--- src/rtl/core/fpa_pkg.sv ---
// Shared types and constants for the fixed-point ALU core.
// Used by every module under rtl/core; the channel interfaces do not use it.
`default_nettype none

package fpa_pkg;

  localparam int unsigned DATA_W   = 32;
  localparam int unsigned PROD_W   = 64;
  // quotient bits resolved in each divider stage
  localparam int unsigned DIV_STEP = 4;

  localparam logic [DATA_W-1:0] SAT_MAX = 32'h7fff_ffff;
  localparam logic [DATA_W-1:0] SAT_MIN = 32'h8000_0000;

  typedef enum logic [2:0] {
    KIND_ADD = 3'd0,
    KIND_SUB = 3'd1,
    KIND_MUL = 3'd2,
    KIND_DIV = 3'd3,
    KIND_MIN = 3'd4,
    KIND_MAX = 3'd5,
    KIND_INC = 3'd6,
    KIND_DEC = 3'd7
  } kind_e;

  // fields that ride along the divider pipeline
  typedef struct packed {
    kind_e              kind;
    logic               neg;
    logic               gt;
    logic               lt;
    logic               eq;
    logic [DATA_W-1:0]  simple;
    logic               simple_ovf;
    logic [PROD_W-1:0]  prod;
  } side_t;

endpackage

`default_nettype wire

--- src/rtl/core/fpa_out_if.sv ---
// Output channel of the fixed-point ALU: raw result and status flags.
// Depends on nothing but the handshake convention valid/ready.
`default_nettype none

interface fpa_out_if;
  logic               valid;
  logic               ready;
  logic signed [31:0] result_value;
  logic               a_greater;
  logic               a_less;
  logic               a_equal;
  logic               overflowed;
  logic               divide_by_zero;

  modport source (output valid, result_value, a_greater, a_less, a_equal, overflowed,
                  divide_by_zero, input ready);
  modport sink   (input valid, result_value, a_greater, a_less, a_equal, overflowed,
                  divide_by_zero, output ready);
endinterface

`default_nettype wire

--- src/rtl/core/fpa_back.sv ---
// Back stages: round multiply and divide magnitudes, then sign, saturate
// and select the result. Uses fpa_pkg and fpa_out_if.
`default_nettype none

module fpa_back #(
  parameter int unsigned FRACTION_BITS = 8,
  parameter int unsigned QW            = 40
) (
  input  wire logic           clk_i,
  input  wire logic           rst_ni,
  input  wire logic           en_i,
  input  wire logic           valid_i,
  input  fpa_pkg::side_t      side_i,
  input  wire logic [31:0]    rem_i,
  input  wire logic [QW-1:0]  nq_i,
  input  wire logic [31:0]    den_i,
  fpa_out_if.source           out_o
);

  localparam logic [63:0] HALF = 64'd1 << (FRACTION_BITS - 1);

  logic [63:0]    prod_rnd;
  logic           round_up;
  logic           valid1_q;
  fpa_pkg::side_t side1_q;
  logic [63:0]    mag1_q;
  logic           dz1_q;

  logic           mag_ovf;
  logic [31:0]    mag_res;
  logic [31:0]    res;
  logic           ovf;

  logic           valid2_q;
  logic [31:0]    res2_q;
  logic           gt2_q, lt2_q, eq2_q, ovf2_q, dz2_q;

  assign prod_rnd = side_i.prod + HALF;
  assign round_up = {rem_i, 1'b0} >= {1'b0, den_i};

  // stage one: rounded magnitude
  always_ff @(posedge clk_i or negedge rst_ni) begin
    if (!rst_ni) begin
      valid1_q <= 1'b0;
    end else if (en_i) begin
      valid1_q <= valid_i;
    end
  end

  always_ff @(posedge clk_i) begin
    if (en_i) begin
      side1_q <= side_i;
      dz1_q   <= (side_i.kind == fpa_pkg::KIND_DIV) && (den_i == 32'd0);
      if (side_i.kind == fpa_pkg::KIND_MUL) begin
        mag1_q <= prod_rnd >> FRACTION_BITS;
      end else begin
        mag1_q <= 64'(nq_i) + 64'(round_up);
      end
    end
  end

  // clamp the magnitude with its sign
  always_comb begin
    mag_ovf = side1_q.neg ? (mag1_q > 64'h8000_0000) : (mag1_q > 64'h7fff_ffff);
    mag_res = side1_q.neg ? (~mag1_q[31:0] + 32'd1) : mag1_q[31:0];
    if (mag_ovf) begin
      mag_res = side1_q.neg ? fpa_pkg::SAT_MIN : fpa_pkg::SAT_MAX;
    end
  end

  // select the result for the opcode
  always_comb begin
    res = side1_q.simple;
    ovf = side1_q.simple_ovf;
    case (side1_q.kind)
      fpa_pkg::KIND_MUL: begin
        res = mag_res;
        ovf = mag_ovf;
      end
      fpa_pkg::KIND_DIV: begin
        res = dz1_q ? 32'd0 : mag_res;
        ovf = !dz1_q && mag_ovf;
      end
      default: begin
        res = side1_q.simple;
        ovf = side1_q.simple_ovf;
      end
    endcase
  end

  // stage two: output register
  always_ff @(posedge clk_i or negedge rst_ni) begin
    if (!rst_ni) begin
      valid2_q <= 1'b0;
    end else if (en_i) begin
      valid2_q <= valid1_q;
    end
  end

  always_ff @(posedge clk_i) begin
    if (en_i) begin
      res2_q <= res;
      gt2_q  <= side1_q.gt;
      lt2_q  <= side1_q.lt;
      eq2_q  <= side1_q.eq;
      ovf2_q <= ovf;
      dz2_q  <= dz1_q;
    end
  end

  assign out_o.valid          = valid2_q;
  assign out_o.result_value   = res2_q;
  assign out_o.a_greater      = gt2_q;
  assign out_o.a_less         = lt2_q;
  assign out_o.a_equal        = eq2_q;
  assign out_o.overflowed     = ovf2_q;
  assign out_o.divide_by_zero = dz2_q;

endmodule

`default_nettype wire

--- src/flat_wrapper.sv ---
// flat-port wrapper written by rule: the top's interface ports become plain ports
module fpa_back_flat 
#(
  parameter int unsigned FRACTION_BITS = 8,
  parameter int unsigned QW            = 40
)
  (clk_i, rst_ni, en_i, valid_i, side_i, rem_i, nq_i, den_i, out_o_valid, out_o_result_value, out_o_a_greater, out_o_a_less, out_o_a_equal, out_o_overflowed, out_o_divide_by_zero, out_o_ready);
  fpa_out_if out_o_i ();
  input  wire logic clk_i;
  input  wire logic rst_ni;
  input  wire logic en_i;
  input  wire logic valid_i;
  input  fpa_pkg::side_t side_i;
  input  wire logic [31:0] rem_i;
  input  wire logic [QW-1:0] nq_i;
  input  wire logic [31:0] den_i;
  output wire logic [$bits(out_o_i.valid)-1:0] out_o_valid;
  output wire logic [$bits(out_o_i.result_value)-1:0] out_o_result_value;
  output wire logic [$bits(out_o_i.a_greater)-1:0] out_o_a_greater;
  output wire logic [$bits(out_o_i.a_less)-1:0] out_o_a_less;
  output wire logic [$bits(out_o_i.a_equal)-1:0] out_o_a_equal;
  output wire logic [$bits(out_o_i.overflowed)-1:0] out_o_overflowed;
  output wire logic [$bits(out_o_i.divide_by_zero)-1:0] out_o_divide_by_zero;
  input wire logic [$bits(out_o_i.ready)-1:0] out_o_ready;
  assign out_o_valid = out_o_i.valid;
  assign out_o_result_value = out_o_i.result_value;
  assign out_o_a_greater = out_o_i.a_greater;
  assign out_o_a_less = out_o_i.a_less;
  assign out_o_a_equal = out_o_i.a_equal;
  assign out_o_overflowed = out_o_i.overflowed;
  assign out_o_divide_by_zero = out_o_i.divide_by_zero;
  assign out_o_i.ready = out_o_ready;
  fpa_back #(.FRACTION_BITS(FRACTION_BITS), .QW(QW)) u_core (.clk_i(clk_i), .rst_ni(rst_ni), .en_i(en_i), .valid_i(valid_i), .side_i(side_i), .rem_i(rem_i), .nq_i(nq_i), .den_i(den_i), .out_o(out_o_i));
endmodule
--- config.mk ---
export PLATFORM = sky130hd
export DESIGN_NAME = fpa_back_flat
export DESIGN_NICKNAME = d
export VERILOG_FILES = /design/src/rtl/core/fpa_pkg.sv /design/src/rtl/core/fpa_out_if.sv /design/src/rtl/core/fpa_back.sv /design/src/flat_wrapper.sv
export SDC_FILE = /design/constraint.sdc
export NUM_CORES = 1
export LEC_CHECK = 0
export BUFFER_PORTS_ARGS = -buffer_cell sky130_fd_sc_hd__buf_2
export CAP_MARGIN = 30
export CORE_ASPECT_RATIO = 0.7
export CORE_UTILIZATION = 30
export CTS_BUF_LIST = sky130_fd_sc_hd__clkbuf_4
export DETAILED_ROUTE_END_ITERATION = 10
export PLACE_DENSITY = 0.58
export SYNTH_ARGS = -nofsm -noshare
export SYNTH_HDL_FRONTEND = slang
export SYNTH_SLANG_ARGS = --single-unit
--- constraint.sdc ---
create_clock -name clk_i -period 4.9 [get_ports clk_i]
set_clock_uncertainty 0.15 [all_clocks]
set_input_delay 0.49 -clock clk_i [delete_from_list [all_inputs] [get_ports clk_i]]
set_output_delay 0.49 -clock clk_i [all_outputs]
set_load 0.01 [all_outputs]
==> results.tsv <==
stage	metric	value	unit
status	run status	finished, final reports clean	
global_route	Tot GR Track Use	17.63	%
global_route	largest net degree at the start of global routing	106	
critical_path	CP Launch Type	input pin	
floorplan	die span in y	143.5	um
floorplan	die area	0.02931	mm^2
sta	final period utilization	75.54	%
logic_synthesis	Yosys reg bits	136	
floorplan	row cnt	51	
sta	Final setup viols	0	
logic_synthesis	FFs w/ async S/R, synth	1.471	%
cells_and_area	Final Instance Count excl. Fillers	1519	
clocking	CTS Root Cell	clkbuf_4	
critical_path	cell at the slowest stage of the critical path	or4_1	
drt	1st-iter DRT viols	467	
hold_path	Hold/Removal Path Class	input pin to flop	
critical_path	Buf+Inv Stages, Crit Path	2	
floorplan	Die X	204.2	um
sta	Worst-Margin Slew	932.1	ps
critical_path	critical-path cell list	buf_2 -> inv_1 -> ha_1 -> nand4_1 -> nor4_1 -> nand2_1 -> a31oi_1 -> o311ai_0 -> nand3_1 -> ha_1 -> nand3_1 -> nor4_4 -> nand4bb_1 -> or4_1 -> and2_1 -> o21ai_1	
logic_synthesis	post-synthesis sequential area ratio	47.45	%
power	Leak	4.239	nW
global_route	first-pass GRT wire length	38.94	mm
sta	highest clock rate	0.2702	GHz
floorplan	Starting Density	30.72	%
logic_synthesis	cell taking the most area after synthesis	edfxtp_1	
critical_path	critical path class	input pin to flop	
placed_design	DP HPWL	20.43	mm
critical_path	slowest stage delay, CP	540	ps
sta	final hold vios	0	
logic_synthesis	xor/xnor share of the synthesized area	11.32	%
global_route	grt total ovfl	0	
placed_design	IO buf count	242	
critical_path	Arr. time, crit path	3950	ps
sta	fin crit period	3702	ps
logic_synthesis	adder-cell share of the synthesized area	5.101	%
drt	Total Wirelength	26.03	mm
drt	drt first pass iters	6	
placed_design	Placed Area	0.01023	mm^2
clocking	CTS max path bufs	2	
global_route	initial antenna violation count	1	
logic_synthesis	compound-cell area share of the yosys netlist	10.67	%
logic_synthesis	number of synthesized flops with an enable pin	134	
logic_synthesis	mux share of post-synthesis cell area	1.210	%
cells_and_area	Fill cells	2814	
clocking	CTS clk-pin slew, worst paths	130	ps
clocking	clk_lat worst skew	550	ps
logic_synthesis	Avg Cell Area, Syn	10.11	um^2
sta	Slew Limit Fails	0	
cells_and_area	synthesis-to-layout area growth	27.89	%
drt	vias post-DR	7472	
sta	RSZ-0062 raised after global routing	no	
critical_path	CP max FO	7	
cells_and_area	fin nets	1382	
logic_synthesis	Yosys warning total	0	
placed_design	placed cell count	1444	
floorplan	Ports	251	
sta	slew margin rel.	37.86	%
critical_path	Worst EP required	5150	ps
critical_path	CP top delay family	simple AND/OR/NAND/NOR gates	
placed_design	Final Wtd Congestion	0.9324	
cells_and_area	share of post-route cells with drive strength above 1	26.16	%
critical_path	CP Capture Type	flop	
logic_synthesis	top cell type's share of synthesized area	46.87	%
clocking	CTS tree	built	
logic_synthesis	Primary FF master, synth	edfxtp_1	
drt	antenna viol nets, final	0	
cells_and_area	fin area	0.01098	mm^2
logic_synthesis	synthesized area	0.008586	mm^2
logic_synthesis	Area contributors post-synth	edfxtp_1 47%, xor2_1 5.7%, xnor2_1 5.6%	
power	VDD IR max	0.1400	mV
logic_synthesis	Syn Inst Count	849	
drt	WL per Instance	17.14	um
logic_synthesis	number of distinct library cells after synthesis	58	
logic_synthesis	main combinational cell family by area after synthesis	simple AND/OR/NAND/NOR gates	
floorplan	core area	0.02795	mm^2
power	PwrDens	250.4	mW/mm^2
drt	DRC	0	
sta	setup TNS	0	ps
flow_run	max_cap viols	0	
drt	vias per cell	4.919	
logic_synthesis	Syn Nets	1097	
logic_synthesis	Simple-Gate Fraction of Synth Area	20.71	%
global_route	vias in the first global route	6776	
clocking	# clock sinks	136	
clocking	H-tree depth	4	
clocking	CTS Buf Count	17	
cell type report:
| cell class | instances | area, um^2 | area share (%) |
|---|---|---|---|
| clock inverter | 14 | 171.4 | 1.561 |
| multi-input combinational | 638 | 4213 | 38.37 |
| clock buffer | 18 | 135.1 | 1.231 |
| tap | 371 | 464.2 | 4.227 |
| sequential | 136 | 4074 | 37.10 |
| antenna | 1 | 2.502 | 0.02279 |
| timing repair buffer | 293 | 1740 | 15.85 |
| inverter | 48 | 180.2 | 1.641 |
metrics by stage:
step | setup WS [ps] | util [%] | hold slack [ps] | power (mW)
floorplan | 1153 | - | 44.41 | 1.692
global placement | 659.1 | 36.50 | 124.1 | 1.935
detailed placement | 650.4 | 36.61 | 128.7 | 1.947
CTS | 1119 | 39.18 | 8.958 | 2.779
global route | 946.1 | 39.29 | 36.86 | 2.888
finish | 1198 | 39.29 | 89.85 | 2.749
layout by cell type (no fill, tap or decap), types with 9 or more instances in the layout:
master and count:
buf_2 242, edfxtp_1 134, nand2_1 102, nor2_1 56
xor2_1 56, xnor2_1 55, nand3_1 50, inv_1 48
o21ai_0 42, dlygate4sd3_1 41, ha_1 35, nand4_1 33
nor4_1 28, nor3_1 26, a22o_1 25, a21oi_1 23
clkbuf_4 18, o31ai_1 11, and3_1 9
final timing paths:
path	to	start	depth (start not counted)	slack [ps]
worst min-delay path	u_core.side1_q[101]$_DFFE_PP_	side_i[101]	1	90
worst min register to register	u_core.out_o.a_less$_DFFE_PP_	u_core.side1_q[98]$_DFFE_PP_	0	290
worst max-delay path	u_core.mag1_q[38]$_DFFE_PP_	den_i[23]	16	1200
min in group asynchronous	u_core.out_o.valid$_DFFE_PN0P_	rst_ni	2	100
max in group asynchronous	u_core.valid1_q$_DFFE_PN0P_	rst_ni	2	4410
worst max register to register	u_core.out_o.result_value[13]$_DFFE_PP_	u_core.mag1_q[0]$_DFFE_PP_	9	1510
metal layers:
layer | global-route usage (%) | part of all wire, % | vias to the layer above
li1 | - | - | 3742
met2 | 22.73 | 38 | 233
met3 | 2.993 | 5.8 | 17
met4 | 4.085 | 0.77 | 0
met1 | 29.12 | 56 | 3480
met5 | 0 | 0 | -
worst reg2reg max path: stages (launching register included):
cell and delay [ps]:
edfxtp_1 480, inv_1 110, ha_1 200, nor3b_1 490
nand4_1 170, buf_4 230, o41ai_4 350, nand2_2 180
a21oi_4 630, a22o_1 250
kinds of logic (layout without fill, tap and decap cells):
logic type / count (synthesis) / after routing
mux: 10 / 10
buf+inv: 75 / 373
xor+xnor: 111 / 111
fa+ha+maj: 35 / 35
other cells: 0 / 1
simple gates: 348 / 348
flops: 136 / 136
compound gates: 134 / 134
synth_stat cells (all sizes together), types with 4 or more instances:
cell	number
a21oi	24
a22o	25
and2	5
and3	9
and4	6
buf	7
clkbuf	20
edfxtp	134
ha	35
inv	48
mux2i	7
nand2	103
nand3	51
nand4	33
nor2	56
nor3	27
nor3b	5
nor4	32
o211ai	4
o21ai	44
o31ai	11
o41ai	7
or3	7
or4	5
xnor2	55
xor2	56
flip-flops by register name (all words and copies together), names as in the netlist:
name	flops
u_core.valid1_q	1
u_core.out_o.divide_by_zero	1
u_core.out_o.result_value	32
u_core.out_o.overflowed	1
u_core.out_o.a_equal	1
u_core.out_o.a_less	1
u_core.side1_q	40
u_core.out_o.a_greater	1
u_core.mag1_q	56
u_core.dz1_q	1
u_core.out_o.valid	1
where the power goes:
| part | switching [mW] | total (mW) | internal, mW |
|---|---|---|---|
| registers | 0.0574 | 1.45 | 1.40 |
| logic | 0.269 | 0.495 | 0.226 |
| clock network | 0.439 | 0.802 | 0.363 |
repair_timing:
action | 4_1_cts | 5_1_grt
resized for setup | 0 | 0
hold endpoints to repair | 42 | 0
hold buffers | 41 | 0
buffers inserted | 0 | 0
Power figures use the tool's default switching activity.
