$ cat config.mk
export PLATFORM = sky130hd
export DESIGN_NAME = fpa_front_flat
export DESIGN_NICKNAME = d
export VERILOG_FILES = /design/src/rtl/core/fpa_pkg.sv /design/src/rtl/core/fpa_in_if.sv /design/src/rtl/core/fpa_front.sv /design/src/flat_wrapper.sv
export SDC_FILE = /design/constraint.sdc
export NUM_CORES = 2
export LEC_CHECK = 0
export ABC_AREA = 1
export BUFFER_PORTS_ARGS = -buffer_cell sky130_fd_sc_hd__buf_2
export CAP_MARGIN = 25
export CELL_PAD_IN_SITES_DETAIL_PLACEMENT = 2
export CELL_PAD_IN_SITES_GLOBAL_PLACEMENT = 2
export CORE_MARGIN = 8
export CORE_UTILIZATION = 38
export DETAILED_ROUTE_END_ITERATION = 10
export PLACE_DENSITY = 0.87
export SYNTH_ARGS = -nofsm -noshare
export SYNTH_HDL_FRONTEND = slang
export SYNTH_SLANG_ARGS = --single-unit
export TNS_END_PERCENT = 10
$ cat constraint.sdc
create_clock -name clk_i -period 10.02 [get_ports clk_i]
set_clock_uncertainty 0.05 [all_clocks]
set_input_delay 1.002 -clock clk_i [delete_from_list [all_inputs] [get_ports clk_i]]
set_output_delay 1.002 -clock clk_i [all_outputs]
set_load 0.005 [all_outputs]
$ cat src/rtl/core/fpa_pkg.sv
// Shared types and constants for the fixed-point ALU core.
// Used by every module under rtl/core; the channel interfaces do not use it.
`default_nettype none

package fpa_pkg;

  localparam int unsigned DATA_W   = 32;
  localparam int unsigned PROD_W   = 64;
  // quotient bits resolved in each divider stage
  localparam int unsigned DIV_STEP = 4;

  localparam logic [DATA_W-1:0] SAT_MAX = 32'h7fff_ffff;
  localparam logic [DATA_W-1:0] SAT_MIN = 32'h8000_0000;

  typedef enum logic [2:0] {
    KIND_ADD = 3'd0,
    KIND_SUB = 3'd1,
    KIND_MUL = 3'd2,
    KIND_DIV = 3'd3,
    KIND_MIN = 3'd4,
    KIND_MAX = 3'd5,
    KIND_INC = 3'd6,
    KIND_DEC = 3'd7
  } kind_e;

  // fields that ride along the divider pipeline
  typedef struct packed {
    kind_e              kind;
    logic               neg;
    logic               gt;
    logic               lt;
    logic               eq;
    logic [DATA_W-1:0]  simple;
    logic               simple_ovf;
    logic [PROD_W-1:0]  prod;
  } side_t;

endpackage

`default_nettype wire

$ cat src/rtl/core/fpa_in_if.sv
// Input channel of the fixed-point ALU: opcode and two raw operands.
// Depends on nothing but the handshake convention valid/ready.
`default_nettype none

interface fpa_in_if;
  logic               valid;
  logic               ready;
  logic [2:0]         kind;
  logic signed [31:0] operand_a;
  logic signed [31:0] operand_b;

  modport source (output valid, kind, operand_a, operand_b, input ready);
  modport sink   (input valid, kind, operand_a, operand_b, output ready);
endinterface

`default_nettype wire

$ cat src/rtl/core/fpa_front.sv
// Front stages: decode, add/sub/inc/dec/min/max, compare, magnitudes,
// then the multiply stage and divider setup. Uses fpa_pkg and fpa_in_if.
`default_nettype none

module fpa_front #(
  parameter int unsigned FRACTION_BITS = 8,
  parameter int unsigned QW            = 40
) (
  input  wire logic         clk_i,
  input  wire logic         rst_ni,
  input  wire logic         en_i,
  fpa_in_if.sink            in_i,
  output logic              valid_o,
  output fpa_pkg::side_t    side_o,
  output logic [31:0]       rem_o,
  output logic [QW-1:0]     nq_o,
  output logic [31:0]       den_o
);

  logic signed [31:0] a, b;
  fpa_pkg::kind_e     kind;
  logic [32:0]        addend;
  logic               cin;
  logic [32:0]        sum;
  logic               gt, lt, eq;
  logic [31:0]        simple;
  logic               simple_ovf;

  // stage one registers
  logic               valid1_q;
  fpa_pkg::kind_e     kind1_q;
  logic [31:0]        ma1_q, mb1_q;
  logic               neg1_q, gt1_q, lt1_q, eq1_q;
  logic [31:0]        simple1_q;
  logic               sovf1_q;

  // stage two registers
  logic               valid2_q;
  fpa_pkg::side_t     side2_q;
  logic [QW-1:0]      nq2_q;
  logic [31:0]        den2_q;

  assign in_i.ready = en_i;
  assign a    = in_i.operand_a;
  assign b    = in_i.operand_b;
  assign kind = fpa_pkg::kind_e'(in_i.kind);

  // pick the second adder input for add, sub, inc and dec
  always_comb begin
    cin    = 1'b0;
    addend = {b[31], b};
    case (kind)
      fpa_pkg::KIND_SUB: begin
        addend = ~{b[31], b};
        cin    = 1'b1;
      end
      fpa_pkg::KIND_INC: addend = 33'd1;
      fpa_pkg::KIND_DEC: addend = '1;
      default:           addend = {b[31], b};
    endcase
  end

  assign sum = {a[31], a} + addend + {32'd0, cin};
  assign gt  = a > b;
  assign lt  = a < b;
  assign eq  = a == b;

  // saturate the sum, or take min/max
  always_comb begin
    simple_ovf = 1'b0;
    simple     = sum[31:0];
    case (kind)
      fpa_pkg::KIND_MIN: simple = gt ? b : a;
      fpa_pkg::KIND_MAX: simple = lt ? b : a;
      default: begin
        simple_ovf = sum[32] ^ sum[31];
        if (simple_ovf) begin
          simple = sum[32] ? fpa_pkg::SAT_MIN : fpa_pkg::SAT_MAX;
        end
      end
    endcase
  end

  // stage one: decode and magnitudes
  always_ff @(posedge clk_i or negedge rst_ni) begin
    if (!rst_ni) begin
      valid1_q <= 1'b0;
    end else if (en_i) begin
      valid1_q <= in_i.valid;
    end
  end

  always_ff @(posedge clk_i) begin
    if (en_i) begin
      kind1_q   <= kind;
      ma1_q     <= a[31] ? (~a + 32'd1) : a;
      mb1_q     <= b[31] ? (~b + 32'd1) : b;
      neg1_q    <= a[31] ^ b[31];
      gt1_q     <= gt;
      lt1_q     <= lt;
      eq1_q     <= eq;
      simple1_q <= simple;
      sovf1_q   <= simple_ovf;
    end
  end

  // stage two: multiply and load the divider
  always_ff @(posedge clk_i or negedge rst_ni) begin
    if (!rst_ni) begin
      valid2_q <= 1'b0;
    end else if (en_i) begin
      valid2_q <= valid1_q;
    end
  end

  always_ff @(posedge clk_i) begin
    if (en_i) begin
      side2_q.kind       <= kind1_q;
      side2_q.neg        <= neg1_q;
      side2_q.gt         <= gt1_q;
      side2_q.lt         <= lt1_q;
      side2_q.eq         <= eq1_q;
      side2_q.simple     <= simple1_q;
      side2_q.simple_ovf <= sovf1_q;
      side2_q.prod       <= 64'(ma1_q) * 64'(mb1_q);
      nq2_q              <= QW'(ma1_q) << FRACTION_BITS;
      den2_q             <= mb1_q;
    end
  end

  assign valid_o = valid2_q;
  assign side_o  = side2_q;
  assign rem_o   = 32'd0;
  assign nq_o    = nq2_q;
  assign den_o   = den2_q;

endmodule

`default_nettype wire

$ cat src/flat_wrapper.sv
// flat-port wrapper written by rule: the top's interface ports become plain ports
module fpa_front_flat 
#(
  parameter int unsigned FRACTION_BITS = 8,
  parameter int unsigned QW            = 40
)
  (clk_i, rst_ni, en_i, valid_o, side_o, rem_o, nq_o, den_o, in_i_valid, in_i_kind, in_i_operand_a, in_i_operand_b, in_i_ready);
  fpa_in_if in_i_i ();
  input  wire logic clk_i;
  input  wire logic rst_ni;
  input  wire logic en_i;
  output logic valid_o;
  output fpa_pkg::side_t side_o;
  output logic [31:0] rem_o;
  output logic [QW-1:0] nq_o;
  output logic [31:0] den_o;
  input wire logic [$bits(in_i_i.valid)-1:0] in_i_valid;
  input wire logic [$bits(in_i_i.kind)-1:0] in_i_kind;
  input wire logic [$bits(in_i_i.operand_a)-1:0] in_i_operand_a;
  input wire logic [$bits(in_i_i.operand_b)-1:0] in_i_operand_b;
  output wire logic [$bits(in_i_i.ready)-1:0] in_i_ready;
  assign in_i_i.valid = in_i_valid;
  assign in_i_i.kind = in_i_kind;
  assign in_i_i.operand_a = in_i_operand_a;
  assign in_i_i.operand_b = in_i_operand_b;
  assign in_i_ready = in_i_i.ready;
  fpa_front #(.FRACTION_BITS(FRACTION_BITS), .QW(QW)) u_core (.clk_i(clk_i), .rst_ni(rst_ni), .en_i(en_i), .in_i(in_i_i), .valid_o(valid_o), .side_o(side_o), .rem_o(rem_o), .nq_o(nq_o), .den_o(den_o));
endmodule
==> summary.json <==
{
  "run_status": {"value": "finished clean"},
  "timing.critical_path.slowest_stage_cell": {"value": "sky130_fd_sc_hd__fa_1"},
  "crit_path_max_fanout": {"value": 31},
  "setup_violations": {"value": 0},
  "port_buffer_count": {"value": 240},
  "grt_setup_unrepaired": {"value": "false"},
  "finalHoldViolCount": {"value": 0},
  "wl_per_cell": {"value": 31.6, "unit": "µm"},
  "cp.arrival": {"value": 9.58, "unit": "ns"},
  "number_of_detailed_routing_iterations_run_before_antenna_repair": {"value": 6},
  "ys_seq_elements": {"value": 274},
  "core": {"value": 0.131, "unit": "mm²"},
  "cts-resized-gates": {"value": 0},
  "worst_slew_margin_rel": {"value": 16.2, "unit": "%"},
  "hold_path.class": {"value": "primary input to async pin"},
  "tritoncts": {"value": "built"},
  "critPathLaunchType": {"value": "flip-flop"},
  "post-cts-setup-buffer-count": {"value": 0},
  "antenna_left": {"value": 0},
  "syn_inst": {"value": 6281},
  "crit_path_frequent_cell": {"value": "sky130_fd_sc_hd__fa_1"},
  "tightestPinTransition": {"value": 1.26, "unit": "ns"},
  "drt-initial-drc-count": {"value": 3837},
  "fp.dieH": {"value": 380, "unit": "µm"},
  "ys_warnings": {"value": 0},
  "cp_num_buf_inv": {"value": 6},
  "synth_area": {"value": 0.0503, "unit": "mm²"},
  "timing.critical_path.to_type": {"value": "flip-flop"},
  "finalCriticalPeriod": {"value": 9.22, "unit": "ns"},
  "syn_avg_cell_area": {"value": 8.01, "unit": "µm²"},
  "fp.dieW": {"value": 380, "unit": "µm"},
  "drt-vias-per-instance": {"value": 5.64},
  "clk-insertion-delay-late": {"value": 0.66, "unit": "ns"},
  "critPathLaunch": {"value": "u_core.mb1_q[26]"},
  "finalWeightedCongestion": {"value": 0.947},
  "setup_total_negative_slack": {"value": 0, "unit": "ns"},
  "maxClockFrequency": {"value": 0.109, "unit": "GHz"},
  "cts.path.max_buffers": {"value": 3},
  "slowest_delay": {"value": 0.70, "unit": "ns"},
  "non_filler_cells_final": {"value": 8222},
  "grt_pass1_wl": {"value": 376, "unit": "mm"},
  "dr_total_vias": {"value": 46400},
  "timing.critical_path.max_delay_family": {"value": "adder cells"},
  "drc": {"value": 0},
  "overflow": {"value": 0},
  "regToRegStartpoint": {"value": "u_core.mb1_q[26]"},
  "track_usage": {"value": 35.2, "unit": "%"},
  "clockRootBuffer": {"value": "sky130_fd_sc_hd__clkbuf_16"},
  "synth_cell_type_count": {"value": 50},
  "placementRows": {"value": 133},
  "crit_required": {"value": 10.38, "unit": "ns"},
  "clock-sinks": {"value": 274},
  "seq_area_frac_synth": {"value": 16.3, "unit": "%"},
  "final.period_utilization": {"value": 92.0, "unit": "%"},
  "routed_wirelength": {"value": 260, "unit": "mm"},
  "setup_cp_type": {"value": "flip-flop to flip-flop"},
  "cts_max_level": {"value": 2},
  "clk_pin_slew_worst_paths": {"value": 0.09, "unit": "ns"},
  "vias_in_the_first_global_route": {"value": 55800},
  "placed_cells_incl_taps": {"value": 8134},
  "io-pin-count": {"value": 281},
  "post_cts_hold_buffer_count": {"value": 0},
  "maxCapViolCount": {"value": 0},
  "post_route_cells_drive_above_1_share": {"value": 7.29, "unit": "%"},
  "area_growth_syn_to_layout": {"value": 9.30, "unit": "%"},
  "floorplan.die_area": {"value": 0.144, "unit": "mm²"},
  "pin_count_of_the_biggest_net_entering_global_routing": {"value": 68},
  "cts_bufs_inserted": {"value": 39},
  "number_of_antenna_violations_at_the_first_check_in_global_routing": {"value": 18},
  "dpl_cell_area": {"value": 0.0535, "unit": "mm²"},
  "crit_path_cell_trace": {"value": "buf_4 -> nand2_1 -> fa_1 -> inv_1 -> fa_1 -> fa_1 -> fa_1 -> fa_1 -> fa_1 -> fa_1 -> inv_1 -> fa_1 -> inv_1 -> ha_1 -> nand2_1 -> nor2_1 -> inv_1 -> nor2_1 -> inv_1 -> nor3_1 -> nand3_1 -> nand3_1 -> a21oi_1 -> xnor2_1"},
  "slew_violations": {"value": 0},
  "finalNetCount": {"value": 7724},
  "detailed_place_hpwl": {"value": 201, "unit": "mm"},
  "initial_utilization": {"value": 38.3, "unit": "%"},
  "post-route-cell-area": {"value": 0.0550, "unit": "mm²"}
}
final cells by class:
| cell class | count | area [µm²] |
|---|---|---|
| Clock inverter | 26 | 309 |
| Timing Repair Buffer | 348 | 2260 |
| Inverter | 1811 | 6800 |
| Tap cell | 1755 | 2200 |
| Sequential cell | 274 | 8220 |
| Multi-Input combinational cell | 3953 | 34200 |
| Fill cell | 15100 | 76400 |
| Antenna cell | 10 | 25.0 |
| Clock buffer | 45 | 998 |
worst register-to-register path, stage by stage (launching register included):
cell	delay [ns]
sky130_fd_sc_hd__edfxtp_1	0.62
sky130_fd_sc_hd__buf_4	0.54
sky130_fd_sc_hd__nand2_1	0.25
sky130_fd_sc_hd__fa_1	0.62
sky130_fd_sc_hd__inv_1	0.20
sky130_fd_sc_hd__fa_1	0.71
sky130_fd_sc_hd__fa_1	0.46
sky130_fd_sc_hd__fa_1	0.62
sky130_fd_sc_hd__fa_1	0.55
sky130_fd_sc_hd__fa_1	0.46
sky130_fd_sc_hd__fa_1	0.65
sky130_fd_sc_hd__inv_1	0.13
sky130_fd_sc_hd__fa_1	0.53
sky130_fd_sc_hd__inv_1	0.05
sky130_fd_sc_hd__ha_1	0.37
sky130_fd_sc_hd__nand2_1	0.14
sky130_fd_sc_hd__nor2_1	0.14
sky130_fd_sc_hd__inv_1	0.08
sky130_fd_sc_hd__nor2_1	0.10
sky130_fd_sc_hd__inv_1	0.10
sky130_fd_sc_hd__nor3_1	0.45
sky130_fd_sc_hd__nand3_1	0.29
sky130_fd_sc_hd__nand3_1	0.30
sky130_fd_sc_hd__a21oi_1	0.20
sky130_fd_sc_hd__xnor2_1	0.36
path summary, 6_finish.rpt:
kind	to	slack, ns	cells after the start
hold / removal	u_core.valid_o	0.12	1
min in group clk_i	u_core.side_o[74]	0.36	0
hold reg to reg	u_core.side_o[74]	0.36	0
setup reg to reg	u_core.side_o[44]	0.80	24
max in group asynchronous	u_core.valid1_q	9.71	1
setup / recovery	u_core.side_o[44]	0.80	24
cells in the mapped netlist (all sizes together):
library cell	count	area, µm²
a211oi	1	7.51
a21boi	5	41.3
a21o	19	143
a21oi	157	793
a31o	1	8.76
a31oi	19	119
and2	1	6.26
and3	2	12.5
buf	68	463
clkbuf	214	803
clkinv	8	30.0
conb	1	3.75
dfrtp	2	50.1
edfxtp	272	8170
fa	898	18000
ha	328	4100
inv	1803	6770
nand2	1690	6430
nand3	181	966
nand3b	2	15.0
nand4	64	400
nor2	235	885
nor3	30	165
nor3b	2	20.0
nor4	5	31.3
o2111ai	3	26.3
o211a	1	10.0
o211ai	5	37.5
o21a	5	37.5
o21ai	113	569
o21bai	16	120
o311ai	1	8.76
o31ai	1	7.51
or2	3	18.8
xnor2	13	114
xor2	112	981
logic make-up after synthesis:
| family | after synthesis | share of synthesized area (%) |
|---|---|---|
| and+or+nand+nor | 2215 | 17.8 |
| adders and majority gates | 1226 | 43.9 |
| buffers and inverters | 2093 | 16.0 |
| xor gates and xnor gates | 125 | 2.17 |
| AOI/OAI and AO/OA | 347 | 3.83 |
| other | 1 | 0.00745 |
| DFF | 274 | 16.3 |
layer usage:
layer | vias to the layer above | GRT usage, % | wire length [µm]
li1 | 18400 | - | -
met4 | 4 | 29.4 | 27000
met2 | 2772 | 59.5 | 124000
met1 | 23800 | 37.3 | 87700
met5 | - | 0 | 22
met3 | 1398 | 8.12 | 21200
stage by stage:
stage / worst slack, ns / hold slack (ns) / utilization (%)
detailed placement: 1.12 / 0.355 / 40.7
global placement: 1.09 / 0.351 / 40.6
finish: 0.804 / 0.121 / 41.9
CTS: 1.10 / 0.0845 / 41.7
floorplan: 3.41 / 0.350 / -
global route: 0.838 / 0.0996 / 41.8
state kept, by name (all words and copies together), names as in the netlist:
name	count
u_core.valid1_q	1
u_core.lt1_q	1
u_core.nq_o	32
u_core.side_o	104
u_core.sovf1_q	1
u_core.mb1_q	32
u_core.ma1_q	32
u_core.simple1_q	32
u_core.den_o	32
u_core.valid_o	1
u_core.gt1_q	1
u_core.kind1_q	3
u_core.neg1_q	1
u_core.eq1_q	1
cells in the final DEF (no fill, tap or decap), types with 16 or more instances in the layout:
cell type | netlist | layout
sky130_fd_sc_hd__a21oi_1 | 155 | 155
sky130_fd_sc_hd__nand2_2 | 35 | 36
sky130_fd_sc_hd__conb_1 | 1 | 40
sky130_fd_sc_hd__ha_1 | 328 | 328
sky130_fd_sc_hd__a21o_1 | 19 | 19
sky130_fd_sc_hd__clkbuf_16 | 0 | 39
sky130_fd_sc_hd__o21ai_0 | 112 | 112
sky130_fd_sc_hd__o21bai_1 | 16 | 16
sky130_fd_sc_hd__edfxtp_1 | 272 | 272
sky130_fd_sc_hd__buf_2 | 15 | 239
sky130_fd_sc_hd__inv_1 | 1798 | 1797
sky130_fd_sc_hd__fa_1 | 898 | 898
sky130_fd_sc_hd__nor3_1 | 27 | 26
sky130_fd_sc_hd__a31oi_1 | 19 | 19
sky130_fd_sc_hd__xor2_1 | 112 | 112
sky130_fd_sc_hd__clkinv_1 | 8 | 18
sky130_fd_sc_hd__nor2_1 | 234 | 233
sky130_fd_sc_hd__nand3_1 | 169 | 169
sky130_fd_sc_hd__buf_4 | 44 | 95
sky130_fd_sc_hd__nand4_1 | 64 | 64
sky130_fd_sc_hd__nand2_1 | 1655 | 1654
Power is left out: the tool's default activity adds up to more than one toggle a clock period on the data nets, which glitch-free logic cannot reach.
