===== src/rtl/core/fpa_pkg.sv =====
// Shared types and constants for the fixed-point ALU core.
// Used by every module under rtl/core; the channel interfaces do not use it.
`default_nettype none

package fpa_pkg;

  localparam int unsigned DATA_W   = 32;
  localparam int unsigned PROD_W   = 64;
  // quotient bits resolved in each divider stage
  localparam int unsigned DIV_STEP = 4;

  localparam logic [DATA_W-1:0] SAT_MAX = 32'h7fff_ffff;
  localparam logic [DATA_W-1:0] SAT_MIN = 32'h8000_0000;

  typedef enum logic [2:0] {
    KIND_ADD = 3'd0,
    KIND_SUB = 3'd1,
    KIND_MUL = 3'd2,
    KIND_DIV = 3'd3,
    KIND_MIN = 3'd4,
    KIND_MAX = 3'd5,
    KIND_INC = 3'd6,
    KIND_DEC = 3'd7
  } kind_e;

  // fields that ride along the divider pipeline
  typedef struct packed {
    kind_e              kind;
    logic               neg;
    logic               gt;
    logic               lt;
    logic               eq;
    logic [DATA_W-1:0]  simple;
    logic               simple_ovf;
    logic [PROD_W-1:0]  prod;
  } side_t;

endpackage

`default_nettype wire


===== src/rtl/core/fpa_div_stage.sv =====
// One stage of the restoring divider: resolves DIV_STEP quotient bits.
// Uses fpa_pkg; chained by the top level.
`default_nettype none

module fpa_div_stage #(
  parameter int unsigned QW = 40
) (
  input  wire logic           clk_i,
  input  wire logic           rst_ni,
  input  wire logic           en_i,
  input  wire logic           valid_i,
  input  fpa_pkg::side_t      side_i,
  input  wire logic [31:0]    rem_i,
  input  wire logic [QW-1:0]  nq_i,
  input  wire logic [31:0]    den_i,
  output logic                valid_o,
  output fpa_pkg::side_t      side_o,
  output logic [31:0]         rem_o,
  output logic [QW-1:0]       nq_o,
  output logic [31:0]         den_o
);

  logic [31:0]    rem;
  logic [QW-1:0]  nq;
  logic [32:0]    trial;
  logic           valid_q;
  fpa_pkg::side_t side_q;
  logic [31:0]    rem_q;
  logic [QW-1:0]  nq_q;
  logic [31:0]    den_q;

  // shift in numerator bits, subtract where the divisor fits
  always_comb begin
    rem   = rem_i;
    nq    = nq_i;
    trial = '0;
    for (int i = 0; i < int'(fpa_pkg::DIV_STEP); i++) begin
      trial = {rem, nq[QW-1]};
      if (trial >= {1'b0, den_i}) begin
        trial = trial - {1'b0, den_i};
        nq    = {nq[QW-2:0], 1'b1};
      end else begin
        nq    = {nq[QW-2:0], 1'b0};
      end
      rem = trial[31:0];
    end
  end

  always_ff @(posedge clk_i or negedge rst_ni) begin
    if (!rst_ni) begin
      valid_q <= 1'b0;
    end else if (en_i) begin
      valid_q <= valid_i;
    end
  end

  always_ff @(posedge clk_i) begin
    if (en_i) begin
      side_q <= side_i;
      rem_q  <= rem;
      nq_q   <= nq;
      den_q  <= den_i;
    end
  end

  assign valid_o = valid_q;
  assign side_o  = side_q;
  assign rem_o   = rem_q;
  assign nq_o    = nq_q;
  assign den_o   = den_q;

endmodule

`default_nettype wire


===== config.mk =====
export PLATFORM = sky130hd
export DESIGN_NAME = fpa_div_stage
export DESIGN_NICKNAME = d
export VERILOG_FILES = /design/src/rtl/core/fpa_pkg.sv /design/src/rtl/core/fpa_div_stage.sv
export SDC_FILE = /design/constraint.sdc
export NUM_CORES = 1
export LEC_CHECK = 0
export BUFFER_PORTS_ARGS = -buffer_cell sky130_fd_sc_hd__buf_2
export CORE_UTILIZATION = 32
export DETAILED_ROUTE_END_ITERATION = 10
export MAX_ROUTING_LAYER = met4
export SLEW_MARGIN = 25
export SYNTH_ARGS = -nofsm -noshare
export SYNTH_HDL_FRONTEND = slang
export SYNTH_SLANG_ARGS = --single-unit

===== constraint.sdc =====
create_clock -name clk_i -period 1.15 [get_ports clk_i]
set_input_delay 0.23 -clock clk_i [delete_from_list [all_inputs] [get_ports clk_i]]
set_output_delay 0.23 -clock clk_i [all_outputs]
set_load 0.02 [all_outputs]

==> results.py, run 1 <==
metrics = {
    "clocking": {
        "cts_buffers": 25,
        "cts_tree": "built",
        "htreeDepth": 1,
        "cts.sinks": 209,
        "clock_latency_ps": 520,
        "root_buffer": "clkbuf_16",
        "path_clk_slew_ps": 60,
        "clockBufferDepth": 3,
    },
    "routing": {
        "wl_mm": 67.78,
        "drc_errors": 0,
        "routed_via_density": 5.149,
        "vias": 16190,
        "wire_per_inst_um": 21.56,
        "drt_iter0_markers": 923,
        "dr.pass1.iters": 5,
        "ant_nets": 0,
    },
    "yosys": {
        "synthFlopType": "edfxtp_1",
        "yosys_warnings": 0,
        "syn_nets": 1720,
        "synth_cells": 1376,
        "synth_xor_area_share_pct": 6.361,
        "synth_top_family_by_area": "compound AO/OA/AOI/OAI gates",
        "async_flop_share_pct": 0.4785,
        "synth_area_per_cell_um2": 10.51,
        "synth-compound-area-share_pct": 19.59,
        "ys_seq_area_share_pct": 43.38,
        "synthSimpleGateAreaFrac_pct": 12.06,
        "synthTopCellsByArea": "edfxtp_1, ha_1, xnor2_1, a21oi_1, mux2_2",
        "synth_mux_area_share_pct": 3.834,
        "synth_cell_type_count": 76,
        "synth_top_cell_by_area": "edfxtp_1",
        "syn_area_mm2": 0.01446,
        "synth_edf_count": 208,
        "synth_top_area_share_pct": 43.20,
        "synth-seq-cells": 209,
        "synthAdderAreaFrac_pct": 11.63,
    },
    "sta": {
        "drv_slew": 0,
        "worstMarginPinSlew_ps": 510.2,
        "finalSetupViolations": 245,
        "maxSlewHeadroom_pct": 65.62,
        "fin_skew_ps": 0,
        "rsz0062_at_grt": "true",
        "fmax_ghz": 0.09864,
        "setup_tns_ps": -338750,
        "min_period_over_period_pct": 881.5,
        "period_needed_ps": 10140,
        "hold_violations": 0,
        "postLayoutSetupSlackWorst_ps": -8988,
        "whs_ps": 45.01,
    },
    "pwr": {
        "power.total_mw": 79.83,
        "irDropWorstVdd_mv": 2.160,
        "powerDensity_mw_per_mm2": 3052,
        "p_leak_nw": 11.93,
    },
    "critical_path": {
        "rr_worst_depth": 1,
        "crit_path_frequent_cell": "ha_4",
        "timing.rr.end": "valid_o",
        "critPathKind": "in -> reg",
        "slowest_stage": "or3b_1",
        "worstPathMaxFanout": 7,
        "startpoint": "den_i[9]",
        "start_kind": "input pin",
        "crit_end": "rem_o[20]",
        "worst_path_largest_cell_delay_ps": 400,
        "r2r-start": "valid_o",
        "critPathRequiredTime_ps": 1420,
        "crit_arrival_ps": 10410,
        "cp-end-kind": "flop",
        "worst-r2r-setup-slack_ps": 350,
    },
    "layout": {
        "nFillCells": 3673,
        "drive_above_1_share_pct": 47.88,
        "finish.net_count": 2875,
        "syn_to_final_growth_pct": 80.92,
    },
    "placement": {
        "dp_hpwl_mm": 50.02,
        "pre_cts_slack_ps": -10130,
        "io_buffers": 420,
        "gp_congestion": 0.9253,
    },
    "outcome": {
        "status": "finished, violations left",
        "violations": "negative setup slack",
    },
    "die": {
        "die_y_um": 214.6,
        "ios": 421,
        "die_x_um": 214.6,
        "rows": 77,
        "initial_core_util_pct": 32.55,
        "die-area_mm2": 0.04603,
        "core-area_mm2": 0.04441,
    },
    "worst_hold_path": {
        "min_path_type": "in -> reg",
        "whs_path_depth": 2,
    },
    "global_route": {
        "grt_max_degree": 43,
        "grt_antenna_before_repair": 3,
        "grt-ovfl-total": 0,
        "gr-usage-all-layers_pct": 28.71,
        "grt_pass1_vias": 16230,
        "grt_pass1_wl_mm": 98.02,
    },
    "run": {
        "max_cap_viol_count": 0,
    },
}
[worst max-delay path: cells and delay by family]
family	cells	cell delay, ps
adders and majority gates	4	1010
and+or+nand+nor	8	1710
buffers and inverters	10	1170
AOI/OAI and AO/OA	24	5370
muxes	3	870
[logic make-up (layout without fill, tap and decap cells)]
kind of cell | Yosys count | after routing
compound gates | 418 | 422
simple gates | 351 | 351
flops | 209 | 209
fa+ha+maj | 132 | 132
buf+inv | 111 | 1281
xor+xnor | 105 | 105
mux | 50 | 50
other cells | 0 | 2
[worst min-delay path by stage]
stage | to | start | slack (ps)
finish | den_o[1] | den_i[1] | 50
global route | den_o[1] | den_i[1] | 20
floorplan | valid_o | rst_ni | -70
detailed placement | valid_o | rst_ni | 10
global placement | valid_o | rst_ni | 6
CTS | den_o[1] | den_i[1] | 10
[sequential cells by signal (all words and copies together), names as in the netlist]
name     cells
den_o       32
valid_o      1
rem_o       32
nq_o        40
side_o     104
[metal layers]
| layer | global-route usage, % | part of all wire [%] |
|---|---|---|
| met4 | 9.262 | 3.8 |
| met5 | - | 0 |
| met2 | 48.29 | 48 |
| met3 | 4.028 | 6.0 |
| met1 | 35.41 | 42 |
[cell usage after synthesis (all sizes together), types with 4 or more instances]
| cell | instances |
|---|---|
| a21o | 45 |
| buf | 15 |
| fa | 4 |
| o211ai | 9 |
| edfxtp | 208 |
| xor2 | 30 |
| nand4 | 19 |
| a211oi | 8 |
| mux2i | 10 |
| and3 | 40 |
| a31o | 4 |
| a221o | 30 |
| o31ai | 5 |
| inv | 77 |
| or2 | 5 |
| and2 | 7 |
| a21oi | 130 |
| nor2b | 21 |
| xnor2 | 75 |
| o31a | 8 |
| nand2 | 102 |
| nand3 | 24 |
| and4 | 5 |
| o21ai | 79 |
| a211o | 10 |
| nor3 | 15 |
| nor4 | 6 |
| clkbuf | 19 |
| a31oi | 12 |
| o2111ai | 6 |
| o21a | 22 |
| a221oi | 5 |
| nand2b | 11 |
| ha | 128 |
| nor2 | 81 |
| mux2 | 40 |
| a21boi | 4 |
| or3 | 4 |
| o21bai | 10 |
[power by group]
| group | total [mW] | internal (mW) | switching, mW |
|---|---|---|---|
| combinational | 59.8 | 30.7 | 29.1 |
| sequential | 11.6 | 10.9 | 0.694 |
| clock | 8.44 | 4.96 | 3.48 |
| total | 79.8 | 46.6 | 33.3 |
[stage by stage]
step	util, %	std cells	instance area [um^2]
after floorplan	-	1376	14790
after global placement	48.04	2865	21340
after detailed placement	48.04	2865	21340
after CTS	57.38	3128	25480
after global routing	58.89	3144	26160
final	58.89	3144	26160
[area by class of cell]
class                      count  area, um^2  area share (%)
inverter                      77       365.4           1.397
tap                          592       740.7           2.832
sequential                   209        6271           23.98
timing repair buffer        1155        9346           35.73
multi-input combinational   1060        8536           32.63
clock inverter                18       224.0          0.8563
antenna                        2       5.005         0.01913
clock buffer                  28       636.9           2.435
timing repair inverter         3       31.28          0.1196
[repair_timing]
action	CTS	global route
pin swaps	51	48
hold buffers	173	0
buffers inserted	37	13
gates resized for setup	350	158
setup endpoints to repair	245	245
gates cloned	8	1
hold endpoints to repair	172	0
[cells in the final DEF, fill, tap and decap left out, types with 16 or more instances in the layout]
cell type	count
dlygate4sd3_1	173
nand4_1	19
and3_1	36
o21a_1	21
buf_6	168
nor2b_1	20
clkbuf_16	26
a21o_1	45
xnor2_1	75
edfxtp_1	208
nand3_1	22
nor2_1	74
o21ai_0	50
nand2_1	99
xor2_1	30
a21oi_1	111
ha_4	22
ha_1	104
a221o_1	30
mux2_2	38
inv_1	53
buf_2	250
a21oi_2	16
buf_4	544
No activity file was read; power rests on OpenSTA's default activity.
==> run 2: changes to the inputs <==
- CTS_BUF_LIST: unset -> sky130_fd_sc_hd__clkbuf_16
==> run 2 against run 1 <==
The run still ends with negative setup slack left. Flip-flop and latch count is the same. Combinational power hardly changed. Worst hold slack better by 2.6 ps. Register-to-register slack barely moved. Clock power about the same. Clock skew did not move. Sequential share of layout area barely moved. Final area barely moved. Non-clock buffer count is the same. First-iteration DRC count fell by 3.6%.
==> results.py, run 2 (same netlist as run 1, synthesis figures left out) <==
metrics = {
    "die": {
        "core-area_mm2": 0.04441,
        "rows": 77,
        "die_y_um": 214.6,
        "die-area_mm2": 0.04603,
        "initial_core_util_pct": 32.55,
        "die_x_um": 214.6,
        "ios": 421,
    },
    "critical_path": {
        "worst_path_largest_cell_delay_ps": 400,
        "rr_worst_depth": 1,
        "r2r-start": "valid_o",
        "crit_end": "rem_o[20]",
        "cp-end-kind": "flop",
        "worst-r2r-setup-slack_ps": 350,
        "crit_path_frequent_cell": "ha_4",
        "worstPathMaxFanout": 7,
        "crit_arrival_ps": 10410,
        "timing.rr.end": "valid_o",
        "slowest_stage": "a2111o_1",
        "startpoint": "den_i[12]",
        "critPathRequiredTime_ps": 1420,
        "start_kind": "input pin",
        "critPathKind": "in -> reg",
    },
    "clocking": {
        "cts.sinks": 209,
        "path_clk_slew_ps": 70,
        "root_buffer": "clkbuf_16",
        "clockBufferDepth": 3,
        "clock_latency_ps": 520,
        "htreeDepth": 1,
        "cts_buffers": 25,
        "cts_tree": "built",
    },
    "placement": {
        "io_buffers": 420,
        "gp_congestion": 0.9253,
        "pre_cts_slack_ps": -10130,
        "placedInstanceArea_mm2": 0.02134,
        "dp_hpwl_mm": 50.02,
    },
    "layout": {
        "finish.net_count": 2875,
        "stdcell_area_mm2": 0.02616,
        "most-common-layout-cells": "buf_4, buf_2, edfxtp_1, dlygate4sd3_1, buf_6",
        "largest_reg_flops": 104,
        "layout_commonest_cell": "buf_4",
        "utilization_pct": 58.90,
        "drive_above_1_share_pct": 47.88,
        "syn_to_final_growth_pct": 80.95,
    },
    "sta": {
        "fin_skew_ps": 0,
        "finalSetupViolations": 245,
        "drv_slew": 0,
        "worstMarginPinSlew_ps": 519.8,
        "fmax_ghz": 0.09860,
        "period_needed_ps": 10140,
        "hold_violations": 0,
        "postLayoutSetupSlackWorst_ps": -8992,
        "min_period_over_period_pct": 881.9,
        "maxSlewHeadroom_pct": 64.98,
        "rsz0062_at_grt": "true",
    },
    "routing": {
        "routed_via_density": 5.127,
        "vias": 16130,
        "wire_per_inst_um": 21.58,
        "drc_errors": 0,
        "ant_nets": 0,
        "drt_iter0_markers": 890,
        "dr.pass1.iters": 5,
        "wl_mm": 67.88,
    },
    "worst_hold_path": {
        "worstHoldStart": "den_i[1]",
        "min_path_type": "in -> reg",
        "whs_path_depth": 2,
    },
    "global_route": {
        "grt-ovfl-total": 0,
        "grt_antenna_before_repair": 3,
        "grt_pass1_wl_mm": 98.16,
        "grt_pass1_vias": 16280,
        "grt_max_degree": 43,
        "gr-usage-all-layers_pct": 28.71,
    },
    "pwr": {
        "powerDensity_mw_per_mm2": 3049,
        "p_leak_nw": 11.95,
        "irDropWorstVdd_mv": 2.145,
    },
    "outcome": {
        "violations": "negative setup slack",
        "status": "finished, violations left",
    },
    "run": {
        "max_cap_viol_count": 0,
    },
}
-- run 2: cell types whose count changed in the layout (fill, tap and decap cells not counted) --
cell	before	now
diode_2	2	4
clkbuf_1	3	0
inv_1	53	56
-- run 2: cell type report --
cell class                 count  area, um^2
clock inverter                21       235.2
antenna                        4       10.01
clock buffer                  25       625.6
timing repair buffer        1155        9346
multi-input combinational   1060        8536
tap                          592       740.7
sequential                   209        6271
fill                        3685       18250
inverter                      77       365.4
timing repair inverter         3       31.28
-- run 2: through the flow --
stage | cells | power, mW | setup TNS (ps) | hold WS [ps]
2_1_floorplan | 1376 | 40.96 | -316960 | -65.59
3_3_place_gp | 2865 | 61.07 | -336000 | 5.997
3_5_place_dp | 2865 | 61.68 | -345090 | 12.49
4_1_cts | 3128 | 76.79 | -340070 | 14.46
5_1_grt | 3144 | 83.88 | -354830 | 19.46
6_report | 3146 | 79.78 | -338690 | 47.56
-- run 2: report_power, final --
part / switching (mW) / internal, mW / leakage, nW
Clock: 3.48 / 4.93 / 0.424
Sequential: 0.698 / 10.9 / 2.05
Combinational: 29.1 / 30.7 / 9.47
Total: 33.2 / 46.5 / 11.9
-- run 2: worst min-delay path by stage --
stage / end / slack (ps)
3_3_place_gp: valid_o / 6
6_report: den_o[1] / 50
5_1_grt: den_o[1] / 20
3_5_place_dp: valid_o / 10
2_1_floorplan: valid_o / -70
4_1_cts: den_o[1] / 10
-- run 2: routing by layer --
layer	global-route usage (%)	vias to the layer above	share of wire, %
met3	4.170	126	5.6
met4	8.952	0	3.4
met1	35.30	7813	42
met2	48.47	622	49
li1	-	7567	-
met5	-	-	0
-- run 2: worst max-delay path, delay by kind of cell --
kind                     cells  cell delay [ps]
AO/OA/AOI/OAI               25             5570
adder cells (fa/ha/maj)      4              990
buffers and inverters       10             1050
multiplexers                 3              870
AND/OR/NAND/NOR              7             1660
-- run 2: timing repair --
item / 4_1_cts / 5_1_grt
hold buffers: 173 / 0
pin swaps: 51 / 48
endpoints found under the setup margin: 245 / 245
endpoints found under the hold margin: 172 / 0
buffers inserted: 37 / 13
cloned: 8 / 1
gates resized for setup: 350 / 158
==> run 3: changes to the inputs <==
- CAP_MARGIN: unset -> 20
- CORE_MARGIN: unset -> 3
- clock period: 1.15 -> 8.67 ns (I/O delays scaled with it)
==> run 3 against run 2 <==
Combinational power decreased by 87%. Clock skew stayed put. First-iteration DRC count grew 12%. Wire length fell by 7.4%. Non-clock buffer count down 153. Count of clock-buffer cells in the layout did not move. The run still ends with negative setup slack left. Largest power group unchanged. Global-route usage decreased by 3.1 points.
==> results.py, run 3 (same netlist as run 1, synthesis figures left out) <==
metrics = {
    "outcome": {
        "status": "finished, violations left",
        "violations": "negative setup slack",
    },
    "die": {
        "die-area_mm2": 0.04777,
        "initial_core_util_pct": 32.55,
        "rows": 77,
        "die_y_um": 218.6,
        "ios": 421,
        "die_x_um": 218.6,
        "core-area_mm2": 0.04441,
    },
    "placement": {
        "placedInstanceArea_mm2": 0.02133,
        "dp_hpwl_mm": 51.37,
        "io_buffers": 420,
        "gp_congestion": 0.9230,
    },
    "global_route": {
        "grt_pass1_wl_mm": 90.19,
        "grt_pass1_vias": 15120,
        "grt_antenna_before_repair": 9,
        "gr-usage-all-layers_pct": 25.65,
        "grt-ovfl-total": 0,
        "grt_max_degree": 93,
    },
    "layout": {
        "seq_area_mm2": 0.006271,
        "largest_reg_flops": 104,
        "most-common-layout-cells": "buf_4, buf_2, edfxtp_1, a21oi_1, nand2_1",
        "utilization_pct": 52.84,
        "nFillCells": 4041,
        "syn_to_final_growth_pct": 62.34,
        "layout_commonest_cell": "buf_4",
        "multiInputGateArea_mm2": 0.008534,
        "drive_above_1_share_pct": 51.57,
        "stdcell_area_mm2": 0.02347,
        "finish.net_count": 2718,
    },
    "pwr": {
        "power.total_mw": 10.52,
        "p_leak_nw": 10.90,
        "irDropWorstVdd_mv": 0.2819,
        "powerDensity_mw_per_mm2": 448.2,
    },
    "critical_path": {
        "r2r-start": "valid_o",
        "timing.rr.end": "valid_o",
        "critPathRequiredTime_ps": 8940,
        "rr_worst_depth": 1,
        "crit_path_frequent_cell": "buf_12",
        "worst_path_largest_cell_delay_ps": 410,
        "slowest_stage": "or3_4",
        "worstPathMaxFanout": 9,
        "crit_arrival_ps": 12030,
        "critPathKind": "in -> reg",
        "cp-end-kind": "flop",
        "start_kind": "input pin",
        "worst-r2r-setup-slack_ps": 7930,
    },
    "clocking": {
        "cts.sinks": 209,
        "cts_buffers": 24,
        "path_clk_slew_ps": 60,
        "root_buffer": "clkbuf_16",
        "cts_tree": "built",
        "clockBufferDepth": 3,
        "htreeDepth": 1,
        "ctsHoldBuffers": 0,
        "clock_latency_ps": 520,
    },
    "routing": {
        "wl_mm": 62.83,
        "drc_errors": 0,
        "drt_iter0_markers": 996,
        "vias": 15220,
        "ant_nets": 0,
        "wire_per_inst_um": 21.00,
        "dr.pass1.iters": 5,
        "routed_via_density": 5.086,
    },
    "sta": {
        "drv_slew": 0,
        "postLayoutSetupSlackWorst_ps": -3083,
        "maxSlewHeadroom_pct": 47.19,
        "setup_tns_ps": -100200,
        "hold_violations": 0,
        "fin_skew_ps": 0,
        "rsz0062_at_grt": "true",
        "finalSetupViolations": 34,
        "worstMarginPinSlew_ps": 792.1,
        "whs_ps": 509.1,
        "period_needed_ps": 11750,
        "min_period_over_period_pct": 135.6,
        "fmax_ghz": 0.08508,
    },
    "worst_hold_path": {
        "min_path_type": "reg -> reg",
        "worstHoldStart": "valid_o",
        "holdPathEnd": "valid_o",
        "whs_path_depth": 1,
    },
    "run": {
        "max_cap_viol_count": 0,
    },
}
-- run 3: where the power goes --
part           total (mW)  internal (mW)  switching [mW]
combinational        8.02           4.18            3.84
clock                1.01          0.584           0.423
sequential           1.49           1.44          0.0551
-- run 3: how the worst max path moves through the flow --
stage                   start   endpoint  slack [ps]  cells after the start
floorplan           den_i[12]  rem_o[27]       -3280                     55
detailed placement   den_i[7]   rem_o[2]       -4380                     45
global route         den_i[6]  rem_o[19]       -3510                     55
finish               den_i[6]  rem_o[26]       -3080                     55
global placement    den_i[28]   rem_o[2]       -4220                     46
CTS                 den_i[28]  rem_o[26]       -3090                     54
-- run 3: what timing repair did --
action,CTS,global route
gates resized for setup,113,65
pin swaps,52,31
endpoints found under the setup margin,34,34
setup buffers,46,20
gates cloned,5,0
-- run 3: critical path: cells and delay by family --
kind / cells / cell delay (ps)
buffers and inverters: 13 / 1660
AND/OR/NAND/NOR: 13 / 2560
AO/OA/AOI/OAI: 23 / 4520
multiplexers: 2 / 530
adder cells (fa/ha/maj): 4 / 1000
-- run 3: per-stage QoR --
stage          instances  worst slack [ps]
2_1_floorplan       1376             -3285
3_3_place_gp        2871             -4221
3_5_place_dp        2871             -4381
4_1_cts             2964             -3086
5_1_grt             2992             -3508
6_report            2992             -3083
-- run 3: per-layer routing --
| layer | vias up | share of wire, % | track usage, % |
|---|---|---|---|
| li1 | 7260 | - | - |
| met1 | 7294 | 42 | 31.42 |
| met2 | 563 | 48 | 43.62 |
| met3 | 99 | 7.0 | 4.908 |
| met4 | 0 | 2.9 | 6.436 |
| met5 | - | 0 | - |
-- run 3: cell type report --
cell class,instances,share of cell area [%]
diodes,9,0.09596
clock inverters,18,0.6504
clock buffers,25,2.666
inverters,77,1.466
well taps,592,3.156
repair inverters,3,0.1439
repair buffers,1002,28.74
multi-input cells,1057,36.36
flip-flops and latches,209,26.72
